File: src/rtl/core/b3csh_ram.sv
`timescale 1ns / 1ps
// Generic single-port-write, single-port-read RAM with registered read data.
// No dependencies.
module b3csh_ram #(
  parameter int WIDTH = 8,
  parameter int DEPTH = 64
) (
  input  logic                     clk,
  input  logic                     we,
  input  logic [$clog2(DEPTH)-1:0] waddr,
  input  logic [WIDTH-1:0]         wdata,
  input  logic [$clog2(DEPTH)-1:0] raddr,
  output logic [WIDTH-1:0]         rdata
);

  logic [WIDTH-1:0] mem [DEPTH];

  always_ff @(posedge clk) begin
    if (we) begin
      mem[waddr] <= wdata;
    end
    rdata <= mem[raddr];
  end

endmodule

File: config.mk
export PLATFORM = sky130hd
export DESIGN_NAME = b3csh_ram
export DESIGN_NICKNAME = d
export VERILOG_FILES = /design/src/rtl/core/b3csh_ram.sv
export SDC_FILE = /design/constraint.sdc
export NUM_CORES = 1
export LEC_CHECK = 0
export BUFFER_PORTS_ARGS = -buffer_cell sky130_fd_sc_hd__buf_2
export CAP_MARGIN = 10
export CORE_UTILIZATION = 45
export CTS_CLUSTER_DIAMETER = 150
export CTS_CLUSTER_SIZE = 16
export DETAILED_ROUTE_END_ITERATION = 8
export PLACE_DENSITY = 0.66
export SLEW_MARGIN = 20
export SYNTH_ARGS = -nofsm -noshare
export SYNTH_HDL_FRONTEND = slang
export SYNTH_SLANG_ARGS = --single-unit
export TNS_END_PERCENT = 50
File: constraint.sdc
create_clock -name clk -period 1.58 [get_ports clk]
set_input_delay 0.079 -clock clk [delete_from_list [all_inputs] [get_ports clk]]
set_output_delay 0.079 -clock clk [all_outputs]
set_load 0.05 [all_outputs]
==> results.json, run 1 <==
{
  "result_of_the_run": "finished, violations left",
  "failing_checks": "setup timing",
  "max-cap-violations": 0,
  "worst_slack_ps": -295.5,
  "final_power_mw": 26.22,
  "synthesis.yosys.warnings": 0,
  "p_int_mw": 20.77,
  "hpwl_um": 28910,
  "drt_wl_total_um": 44840,
  "syn_nets": 962,
  "tritoncts.num_buffers": 38,
  "gr-total-overflow": 0,
  "power.ir.vdd_worst_mv": 0.7905,
  "layout.core_utilization_pct": 53.19,
  "timing.critical_path.buf_inv": 0,
  "syn-mean-instance-area_um2": 21.45,
  "tightest_slew_ps": 707.0,
  "cts_htree_levels": 2,
  "pre_cts_slack_ps": -618.1,
  "critical_path.endpoint_type": "flop",
  "floorplan.die.height_um": 213.7,
  "worst_ep_arrival_time_ps": 2300,
  "initial_utilization_pct": 45.60,
  "num_vias": 9974,
  "ioPinCount": 30,
  "cts.clk_slew.worst_paths_ps": 70,
  "hold_slack_ps": 27.74,
  "rsz_0062_raised_after_global_routing": "yes",
  "layout-drive-gt1-share_pct": 34.75,
  "design.die.area_mm2": 0.04567,
  "core_mm2": 0.04422,
  "layoutNonFillerInstCount": 1745,
  "worstSetupPathType": "flop to flop",
  "synthesis.instances": 940,
  "placement.io_buffers": 29,
  "sw_ratio_pct": 20.81,
  "worst_path_dominant_cell_family": "multiplexers",
  "clock-root-buffer": "clkbuf_16",
  "detailedRoute.firstPassIterationCount": 5,
  "finalClockSkew_ps": 14.01,
  "switching_power_mw": 5.458,
  "synth-seq-area-share_pct": 77.03,
  "critical_path.cell_chain": "mux4_2, mux2_4, o221a_4, nor3_4, o32ai_1",
  "synthesis.area_mm2": 0.02017,
  "setup.worst_path.start_class": "flop",
  "grt_start_max_net_pins": 65,
  "cts-root-to-sink-buffers": 3,
  "worst_hold_path_type": "primary input to flop",
  "final.period_utilization_pct": 118.7,
  "synth_cell_type_count": 40,
  "detail_route.vias_per_cell": 5.716,
  "die_x_um": 213.7,
  "drc": 0,
  "critPathMaxStageDelay_ps": 490,
  "post_cts_setup_buffers": 0,
  "period_minus_slack_ps": 1876,
  "grt_antenna_before_repair": 1,
  "grt_util_all_layers_pct": 20.36,
  "relSlewSlack_pct": 52.87,
  "finalHoldViolCount": 0,
  "worst_skew_pair.late_latency_ps": 540,
  "p_leak_nw": 7.590,
  "sequentialPowerShare_pct": 58.4,
  "num-nets-final": 1151,
  "drt_iter0_drc": 1010,
  "max_freq_mhz": 533.2,
  "syn2layout_area_growth_pct": 16.63,
  "setup_violations": 8,
  "grt_pass1_vias": 10270,
  "power.density_cell_area_mw_per_mm2": 1115,
  "drt.antenna.violating_nets": 0,
  "synth-seq-cells": 520,
  "portion_of_total_power_attributed_to_combinational_logic_pct": 6.7,
  "globalplace.congestion": 0.8340,
  "grt_pass1_wl_um": 66390,
  "report.final.slew_viol_count": 0,
  "tritoncts": "yes",
  "p_clk_share_pct": 34.9,
  "rows": 77,
  "cp_max_fo": 1,
  "wl_per_cell_um": 25.70,
  "placed_cells_incl_taps": 1678,
  "worst_ep_required_time_ps": 2000,
  "clock_sink_count": 520,
  "critical_path.slowest_cell": "mux4_2"
}
==> cell usage after synthesis <==
cell | number | area [um^2]
edfxtp_1 | 512 | 15370
mux4_2 | 126 | 2838
nor2_1 | 83 | 311.6
mux2i_1 | 23 | 230.2
nand2_1 | 19 | 71.32
clkbuf_1 | 17 | 63.81
nor2b_1 | 14 | 87.58
buf_4 | 13 | 97.59
mux2_2 | 13 | 146.4
nand3_1 | 13 | 65.06
buf_2 | 11 | 55.05
dfxtp_1 | 8 | 160.2
o221ai_1 | 8 | 70.07
o22ai_1 | 8 | 50.05
nand2b_1 | 7 | 43.79
nor3_1 | 7 | 35.03
a221oi_1 | 6 | 52.55
a211oi_1 | 4 | 30.03
buf_1 | 4 | 15.01
buf_6 | 4 | 45.04
a21oi_1 | 3 | 15.01
a22oi_1 | 3 | 22.52
nand3b_1 | 3 | 22.52
o2111ai_1 | 3 | 26.28
o2bb2ai_1 | 3 | 26.28
a2111oi_0 | 2 | 17.52
buf_12 | 2 | 40.04
nand4_1 | 2 | 12.51
nor4_1 | 2 | 12.51
o21a_1 | 2 | 15.01
o21ai_0 | 2 | 10.01
o21ai_1 | 2 | 10.01
o221a_2 | 2 | 22.52
o32ai_1 | 2 | 17.52
o41ai_1 | 2 | 17.52
a31oi_1 | 1 | 6.260
and2_1 | 1 | 6.260
nand4b_1 | 1 | 8.760
o311ai_1 | 1 | 8.760
or3_1 | 1 | 6.260
==> state kept, by name, summed over array words and instances (netlist names) <==
| signal | count |
|---|---|
| mem | 512 |
| rdata | 8 |
==> repair_timing <==
item                                    4_1_cts  5_1_grt
endpoints found under the setup margin        8        8
pin swaps                                     6        2
endpoints found under the hold margin         4        0
hold buffers                                  3        0
resized for setup                            24        8
==> metrics by stage <==
step                TNS [ps]  instance area, um^2
floorplan             -358.1                20270
global placement       -4277                22200
detailed placement     -4346                22200
CTS                    -1583                23470
global route           -1945                23520
finish                 -1620                23520
==> routing by layer <==
layer,vias up,share of wire [%],GRT usage [%]
met4,2,2.0,4.754
li1,4285,-,-
met3,68,5.9,2.944
met1,5305,43,28.69
met2,314,49,33.80
met5,-,0.038,0
==> worst reg2reg max path, delay by kind of cell, from the launching register on <==
family          cells  cell delay, ps
mux                 2             770
flops               1             360
compound gates      2             390
simple gates        1             240
==> cell families (layout without fill, tap and decap cells) <==
family                 Yosys count  in the layout  share of synthesized area [%]
other                            0              2                              0
buffers and inverters           51            262                          1.570
AO/OA/AOI/OAI                   54             54                          2.072
AND/OR/NAND/NOR                153            153                          3.387
flip-flops                     520            520                          77.03
multiplexers                   162            162                          15.94
==> power by group through the flow <==
stage	Combinational (mW)	Sequential, mW	Clock (mW)
2_1_floorplan	0.845	15.7	0
3_3_place_gp	1.66	15.6	0
3_5_place_dp	1.69	15.6	0
4_1_cts	1.76	15.3	9.34
5_1_grt	1.86	15.3	9.77
6_report	1.76	15.3	9.16
==> layout by cell type, fill, tap and decap left out, types with 14 or more instances in the layout <==
cell / count
buf_2: 22
buf_4: 159
clkbuf_1: 20
clkbuf_16: 41
edfxtp_1: 512
mux2i_1: 23
mux4_2: 126
nand2_1: 19
nor2_1: 80
nor2b_1: 14
==> worst paths after layout <==
| path | startpoint | to | slack [ps] | cells past startpoint |
|---|---|---|---|---|
| max | mem[29][6]$_DFFE_PP_ | rdata[6]$_DFF_P_ | -300 | 5 |
| min | wdata[1] | mem[29][1]$_DFFE_PP_ | 30 | 2 |
| max reg2reg | mem[29][6]$_DFFE_PP_ | rdata[6]$_DFF_P_ | -300 | 5 |
| min reg2reg | mem[31][1]$_DFFE_PP_ | rdata[1]$_DFF_P_ | 870 | 4 |
==> final cells by class <==
class / instances / area [um^2]
Antenna cell: 2 / 5.005
Sequential cell: 520 / 15530
Fill cell: 3367 / 20700
Clock inverter: 1 / 8.758
Tap cell: 592 / 740.7
Timing Repair Buffer: 200 / 1622
Clock buffer: 61 / 1101
Multi-Input combinational cell: 369 / 4509
(Power assumes the default switching activity.)
==> inputs of run 2 (changes only) <==
Settings changed: PLACE_DENSITY 0.66 to unset, PLACE_DENSITY_LB_ADDON set to 0.08.
==> run 2 against run 1 <==
The flow still finishes with violations (setup timing). Register-to-register slack hardly changed. Via count down 1.1%. Hold slack hardly changed. Sequential cell count unchanged. Wire length is 4.7% higher. Sequential share of layout area decreased by 0.27 points. First-iteration DRC count fell by 4.0%. Fmax rose by 0.72%. Sequential power about the same. Die area is the same. Critical path type unchanged. Largest power group unchanged.
==> results.json, run 2 (synthesis gave the netlist of run 1 again) <==
{
  "setup_violations": 8,
  "p_leak_nw": 7.655,
  "cp_max_fo": 1,
  "critPathMaxStageDelay_ps": 550,
  "tritoncts.num_buffers": 38,
  "cts-root-to-sink-buffers": 3,
  "drt_iter0_drc": 970,
  "globalplace.congestion": 0.8210,
  "finalClockSkew_ps": 12.34,
  "setup.reg_to_reg.worst_slack_ps": -280,
  "hpwl_um": 30420,
  "power.ir.vdd_worst_mv": 0.7102,
  "setup.worst_path.start_class": "flop",
  "post_route_cell_area_mm2": 0.02362,
  "floorplan.die.height_um": 213.7,
  "critical_path.cell_chain": "mux4_2, mux4_2, nor2_4, nor3_2, o2bb2ai_1",
  "final_power_mw": 26.39,
  "placement.cell_area_mm2": 0.02241,
  "rows": 77,
  "result_of_the_run": "finished, violations left",
  "critical_path.slowest_cell": "mux4_2",
  "detailedRoute.firstPassIterationCount": 6,
  "design.die.area_mm2": 0.04567,
  "min_from": "wdata[3]",
  "cts_htree_levels": 2,
  "worst_skew_pair.late_latency_ps": 550,
  "worst_path_dominant_cell_family": "multiplexers",
  "timing.critical_path.buf_inv": 0,
  "clock-root-buffer": "clkbuf_16",
  "grt_pass1_vias": 10010,
  "core_mm2": 0.04422,
  "layout.cells.most_common": "edfxtp_1",
  "relSlewSlack_pct": 49.02,
  "final.period_utilization_pct": 117.9,
  "grt_start_max_net_pins": 65,
  "grt_util_all_layers_pct": 21.29,
  "cts.clk_slew.worst_paths_ps": 70,
  "largest_register_ffs": 512,
  "worst_hold_path.num_cells": 2,
  "worst_hold_path_type": "primary input to flop",
  "gr-total-overflow": 0,
  "initial_utilization_pct": 45.60,
  "biggestRegsByFlops": "mem x512, rdata x8",
  "rsz_0062_raised_after_global_routing": "yes",
  "min_to": "mem[21][3]$_DFFE_PP_",
  "crit_top_cell": "mux4_2",
  "period_minus_slack_ps": 1862,
  "wl_per_cell_um": 26.70,
  "max_freq_mhz": 537.0,
  "tritoncts": "yes",
  "power.density_cell_area_mw_per_mm2": 1117,
  "drt.antenna.violating_nets": 0,
  "failing_checks": "setup timing",
  "pre_cts_slack_ps": -614.6,
  "grt_pass1_wl_um": 68480,
  "worst_slack_ps": -282.1,
  "grt_antenna_before_repair": 0,
  "syn2layout_area_growth_pct": 17.12,
  "setup_tns_ps": -1516,
  "rr_startpoint": "mem[7][1]$_DFFE_PP_",
  "report.final.slew_viol_count": 0,
  "num-nets-final": 1164,
  "num_vias": 9863,
  "layout.filler_cells": 3490,
  "placement.io_buffers": 29,
  "max-cap-violations": 0,
  "tightest_slew_ps": 764.7,
  "drt_wl_total_um": 46940,
  "worst_ep_arrival_time_ps": 2300,
  "worst-r2r-cell-count": 5,
  "critical_path.endpoint_type": "flop",
  "worstSetupPathType": "flop to flop",
  "mostFrequentLayoutCells": "edfxtp_1, buf_4, mux4_2, nor2_1, clkbuf_16",
  "layout-drive-gt1-share_pct": 35.36,
  "worst_ep_required_time_ps": 2020,
  "drc": 0,
  "clock_sink_count": 520,
  "die_x_um": 213.7,
  "detail_route.vias_per_cell": 5.610,
  "regToRegEndpoint": "rdata[1]$_DFF_P_",
  "top_register": "mem",
  "ioPinCount": 30,
  "finalHoldViolCount": 0
}
[run 2: timing repair]
item / CTS / global route
hold buffers: 1 / 0
endpoints found under the hold margin: 3 / 0
endpoints found under the setup margin: 8 / 8
setup buffers: 0 / 0
gates resized for setup: 17 / 5
pin swaps: 3 / 5
[run 2: final cells by class]
type / count / area (um^2) / area share (%)
Sequential cell: 520 / 15530 / 65.77
Multi-Input combinational cell: 369 / 4444 / 18.82
Timing Repair Buffer: 213 / 1783 / 7.549
Clock buffer: 62 / 1105 / 4.678
Tap cell: 592 / 740.7 / 3.136
Clock inverter: 1 / 8.758 / 0.03708
Antenna cell: 1 / 2.502 / 0.01059
[run 2: through the flow]
stage | util [%] | hold WS, ps | instances
after floorplan | - | 177.9 | 940
after global placement | 50.67 | 434.2 | 1694
after detailed placement | 50.68 | 434.8 | 1694
after CTS | 53.37 | 18.95 | 1758
after global routing | 53.41 | 30.91 | 1757
final | 53.41 | 27.63 | 1758
[run 2: worst reg2reg max path: stages (launching register included)]
cell,delay [ps]
edfxtp_1,360
mux4_2,500
mux4_2,550
nor2_4,130
nor3_2,80
o2bb2ai_1,130
[run 2: power by group]
group	internal, mW	switching [mW]
Combinational	0.753	1.04
Clock	4.79	4.51
Sequential	15.2	0.0473
Total	20.8	5.59
[run 2: how the worst max path moves through the flow]
stage                          from                to  slack, ps  cells past startpoint
5_1_grt        mem[10][0]$_DFFE_PP_  rdata[0]$_DFF_P_       -320                      5
3_5_place_dp               raddr[0]  rdata[1]$_DFF_P_       -610                      7
4_1_cts        mem[15][1]$_DFFE_PP_  rdata[1]$_DFF_P_       -310                      5
2_1_floorplan  mem[21][4]$_DFFE_PP_  rdata[4]$_DFF_P_        -70                      5
6_report        mem[7][1]$_DFFE_PP_  rdata[1]$_DFF_P_       -280                      5
3_3_place_gp               raddr[0]  rdata[1]$_DFF_P_       -600                      7
[run 2: metal layers]
| metal | track usage, % | vias to the layer above | part of all wire [%] |
|---|---|---|---|
| met3 | 2.607 | 58 | 4.0 |
| met5 | 0 | - | 0 |
| li1 | - | 4315 | - |
| met4 | 4.926 | 0 | 1.7 |
| met1 | 31.08 | 5255 | 46 |
| met2 | 34.51 | 235 | 48 |
==> inputs of run 3 (changes only) <==
Settings changed: CORE_ASPECT_RATIO set to 0.6, PLACE_DENSITY_LB_ADDON 0.08 to unset.
==> run 3 against run 2 <==
Worst setup slack got worse by 13 ps. Via count increased by 3.4%. Highest routed layer unchanged. The run still ends with setup timing left. First-iteration DRC count increased by 14%. Register-to-register slack about the same. Cell count decreased by 1.0%. Fmax decreased by 0.70%. Power decreased by 0.51%. Sequential cell count unchanged. Critical path depth unchanged. Clock skew decreased by 4.1 ps. Critical endpoint is now rdata[0]$_DFF_P_. Sequential share of layout area increased by 0.31 points.
==> results.json, run 3 (synthesis gave the netlist of run 1 again) <==
{
  "critical_path.endpoint_type": "flop",
  "grt_start_max_net_pins": 65,
  "worst_ep_arrival_time_ps": 2310,
  "placement.io_buffers": 29,
  "finalClockSkew_ps": 8.272,
  "max-cap-violations": 0,
  "tritoncts": "yes",
  "grt_antenna_before_repair": 0,
  "cp_max_fo": 1,
  "hold_slack_ps": 32.64,
  "drt_iter0_drc": 1107,
  "period_minus_slack_ps": 1875,
  "power.ir.vdd_worst_mv": 0.7228,
  "grt_pass1_wl_um": 70180,
  "cts.clk_slew.worst_paths_ps": 70,
  "rsz_0062_raised_after_global_routing": "yes",
  "hpwl_um": 31610,
  "detail_route.vias_per_cell": 5.861,
  "power.density_cell_area_mw_per_mm2": 1117,
  "layout-drive-gt1-share_pct": 35.40,
  "detailedRoute.firstPassIterationCount": 5,
  "biggestRegsByFlops": "mem x512, rdata x8",
  "worst_skew_pair.late_latency_ps": 550,
  "drc": 0,
  "finalHoldViolCount": 0,
  "mostFrequentLayoutCells": "edfxtp_1, buf_4, mux4_2, nor2_1, clkbuf_16",
  "layout.filler_cells": 3349,
  "setup_violations": 8,
  "report.final.slew_viol_count": 0,
  "initial_utilization_pct": 46.07,
  "worst_ep_required_time_ps": 2020,
  "largest_register_ffs": 512,
  "drt.antenna.violating_nets": 0,
  "die_x_um": 275.3,
  "floorplan.die.height_um": 166.0,
  "gr-total-overflow": 0,
  "globalplace.congestion": 0.8298,
  "num_vias": 10200,
  "regArea_mm2": 0.01553,
  "rows": 59,
  "wl_per_cell_um": 27.46,
  "layout.cells.most_common": "edfxtp_1",
  "tritoncts.num_buffers": 38,
  "worstSetupPathType": "flop to flop",
  "grt_pass1_vias": 9854,
  "failing_checks": "setup timing",
  "setup.worst_path.start_class": "flop",
  "relSlewSlack_pct": 42.66,
  "antennaDiodeCount": 0,
  "syn2layout_area_growth_pct": 16.57,
  "tightest_slew_ps": 860.1,
  "final.period_utilization_pct": 118.7,
  "top_register": "mem",
  "cts-root-to-sink-buffers": 3,
  "design.die.area_mm2": 0.04569,
  "max_freq_mhz": 533.3,
  "cts_htree_levels": 2,
  "worst_slack_ps": -295.3,
  "core_mm2": 0.04378,
  "worst_hold_path_type": "primary input to flop",
  "clock-root-buffer": "clkbuf_16",
  "ioPinCount": 30,
  "grt_util_all_layers_pct": 21.53,
  "num-nets-final": 1167,
  "layout.core_utilization_pct": 53.70,
  "post_cts_setup_buffers": 0,
  "clock_sink_count": 520,
  "drt_wl_total_um": 47780,
  "result_of_the_run": "finished, violations left",
  "multiInputGateArea_mm2": 0.004422,
  "p_leak_nw": 7.641
}
-- run 3: cell count changes in the layout (fill, tap and decap cells not counted), sizes merged --
cell / change
buf: +3
clkbuf: -7
diode: -1
-- run 3: worst max-delay path, stage by stage (launching register included) --
cell       delay, ps
edfxtp_1         370
mux4_2           540
mux4_2           540
nor2_2           140
nor3_2            50
o2bb2ai_1        120
-- run 3: final timing paths --
path         slack [ps]                   end  cells after the start                 start
max                -300      rdata[0]$_DFF_P_                      5   mem[7][0]$_DFFE_PP_
min                  30  mem[51][4]$_DFFE_PP_                      2              wdata[4]
max reg2reg        -300      rdata[0]$_DFF_P_                      5   mem[7][0]$_DFFE_PP_
min reg2reg         830      rdata[1]$_DFF_P_                      4  mem[23][1]$_DFFE_PP_
-- run 3: report_power, final --
| group | internal (mW) | total (mW) | switching [mW] |
|---|---|---|---|
| combinational | 0.740 | 1.80 | 1.06 |
| clock | 4.72 | 9.16 | 4.43 |
| sequential | 15.3 | 15.3 | 0.0425 |
| total | 20.7 | 26.3 | 5.54 |
-- run 3: repair_timing --
item / in CTS / in global routing
resized for setup: 10 / 6
setup endpoints to repair: 8 / 8
gates cloned: 0 / 0
pin swaps: 3 / 0
hold buffers: 1 / 0
hold endpoints to repair: 7 / 0
-- run 3: cell type report --
cell class | count | area share, %
Sequential cell | 520 | 66.08
Multi-Input combinational cell | 369 | 18.81
Timing Repair Buffer | 216 | 7.403
Clock buffer | 55 | 4.588
Tap cell | 579 | 3.082
Clock inverter | 1 | 0.03726
-- run 3: routing by layer --
| layer | GRT usage, % | up-vias | wire [um] |
|---|---|---|---|
| li1 | - | 4316 | - |
| met1 | 37.65 | 5443 | 23970 |
| met2 | 28.09 | 396 | 19720 |
| met3 | 3.543 | 43 | 3540 |
| met4 | 3.675 | 0 | 545 |
| met5 | 0 | - | 0 |
-- run 3: per-stage QoR --
stage          area (um^2)  total power, mW  cells  TNS [ps]  setup slack, ps
2_1_floorplan        20270            16.52    940    -358.1           -70.21
4_1_cts              23490            26.45   1740     -1685           -280.8
5_1_grt              23510            27.05   1740     -2043           -335.2
3_5_place_dp         22350            17.38   1683     -3893           -631.6
6_report             23510            26.25   1740     -1670           -295.3
3_3_place_gp         22350            17.36   1683     -3867           -639.3
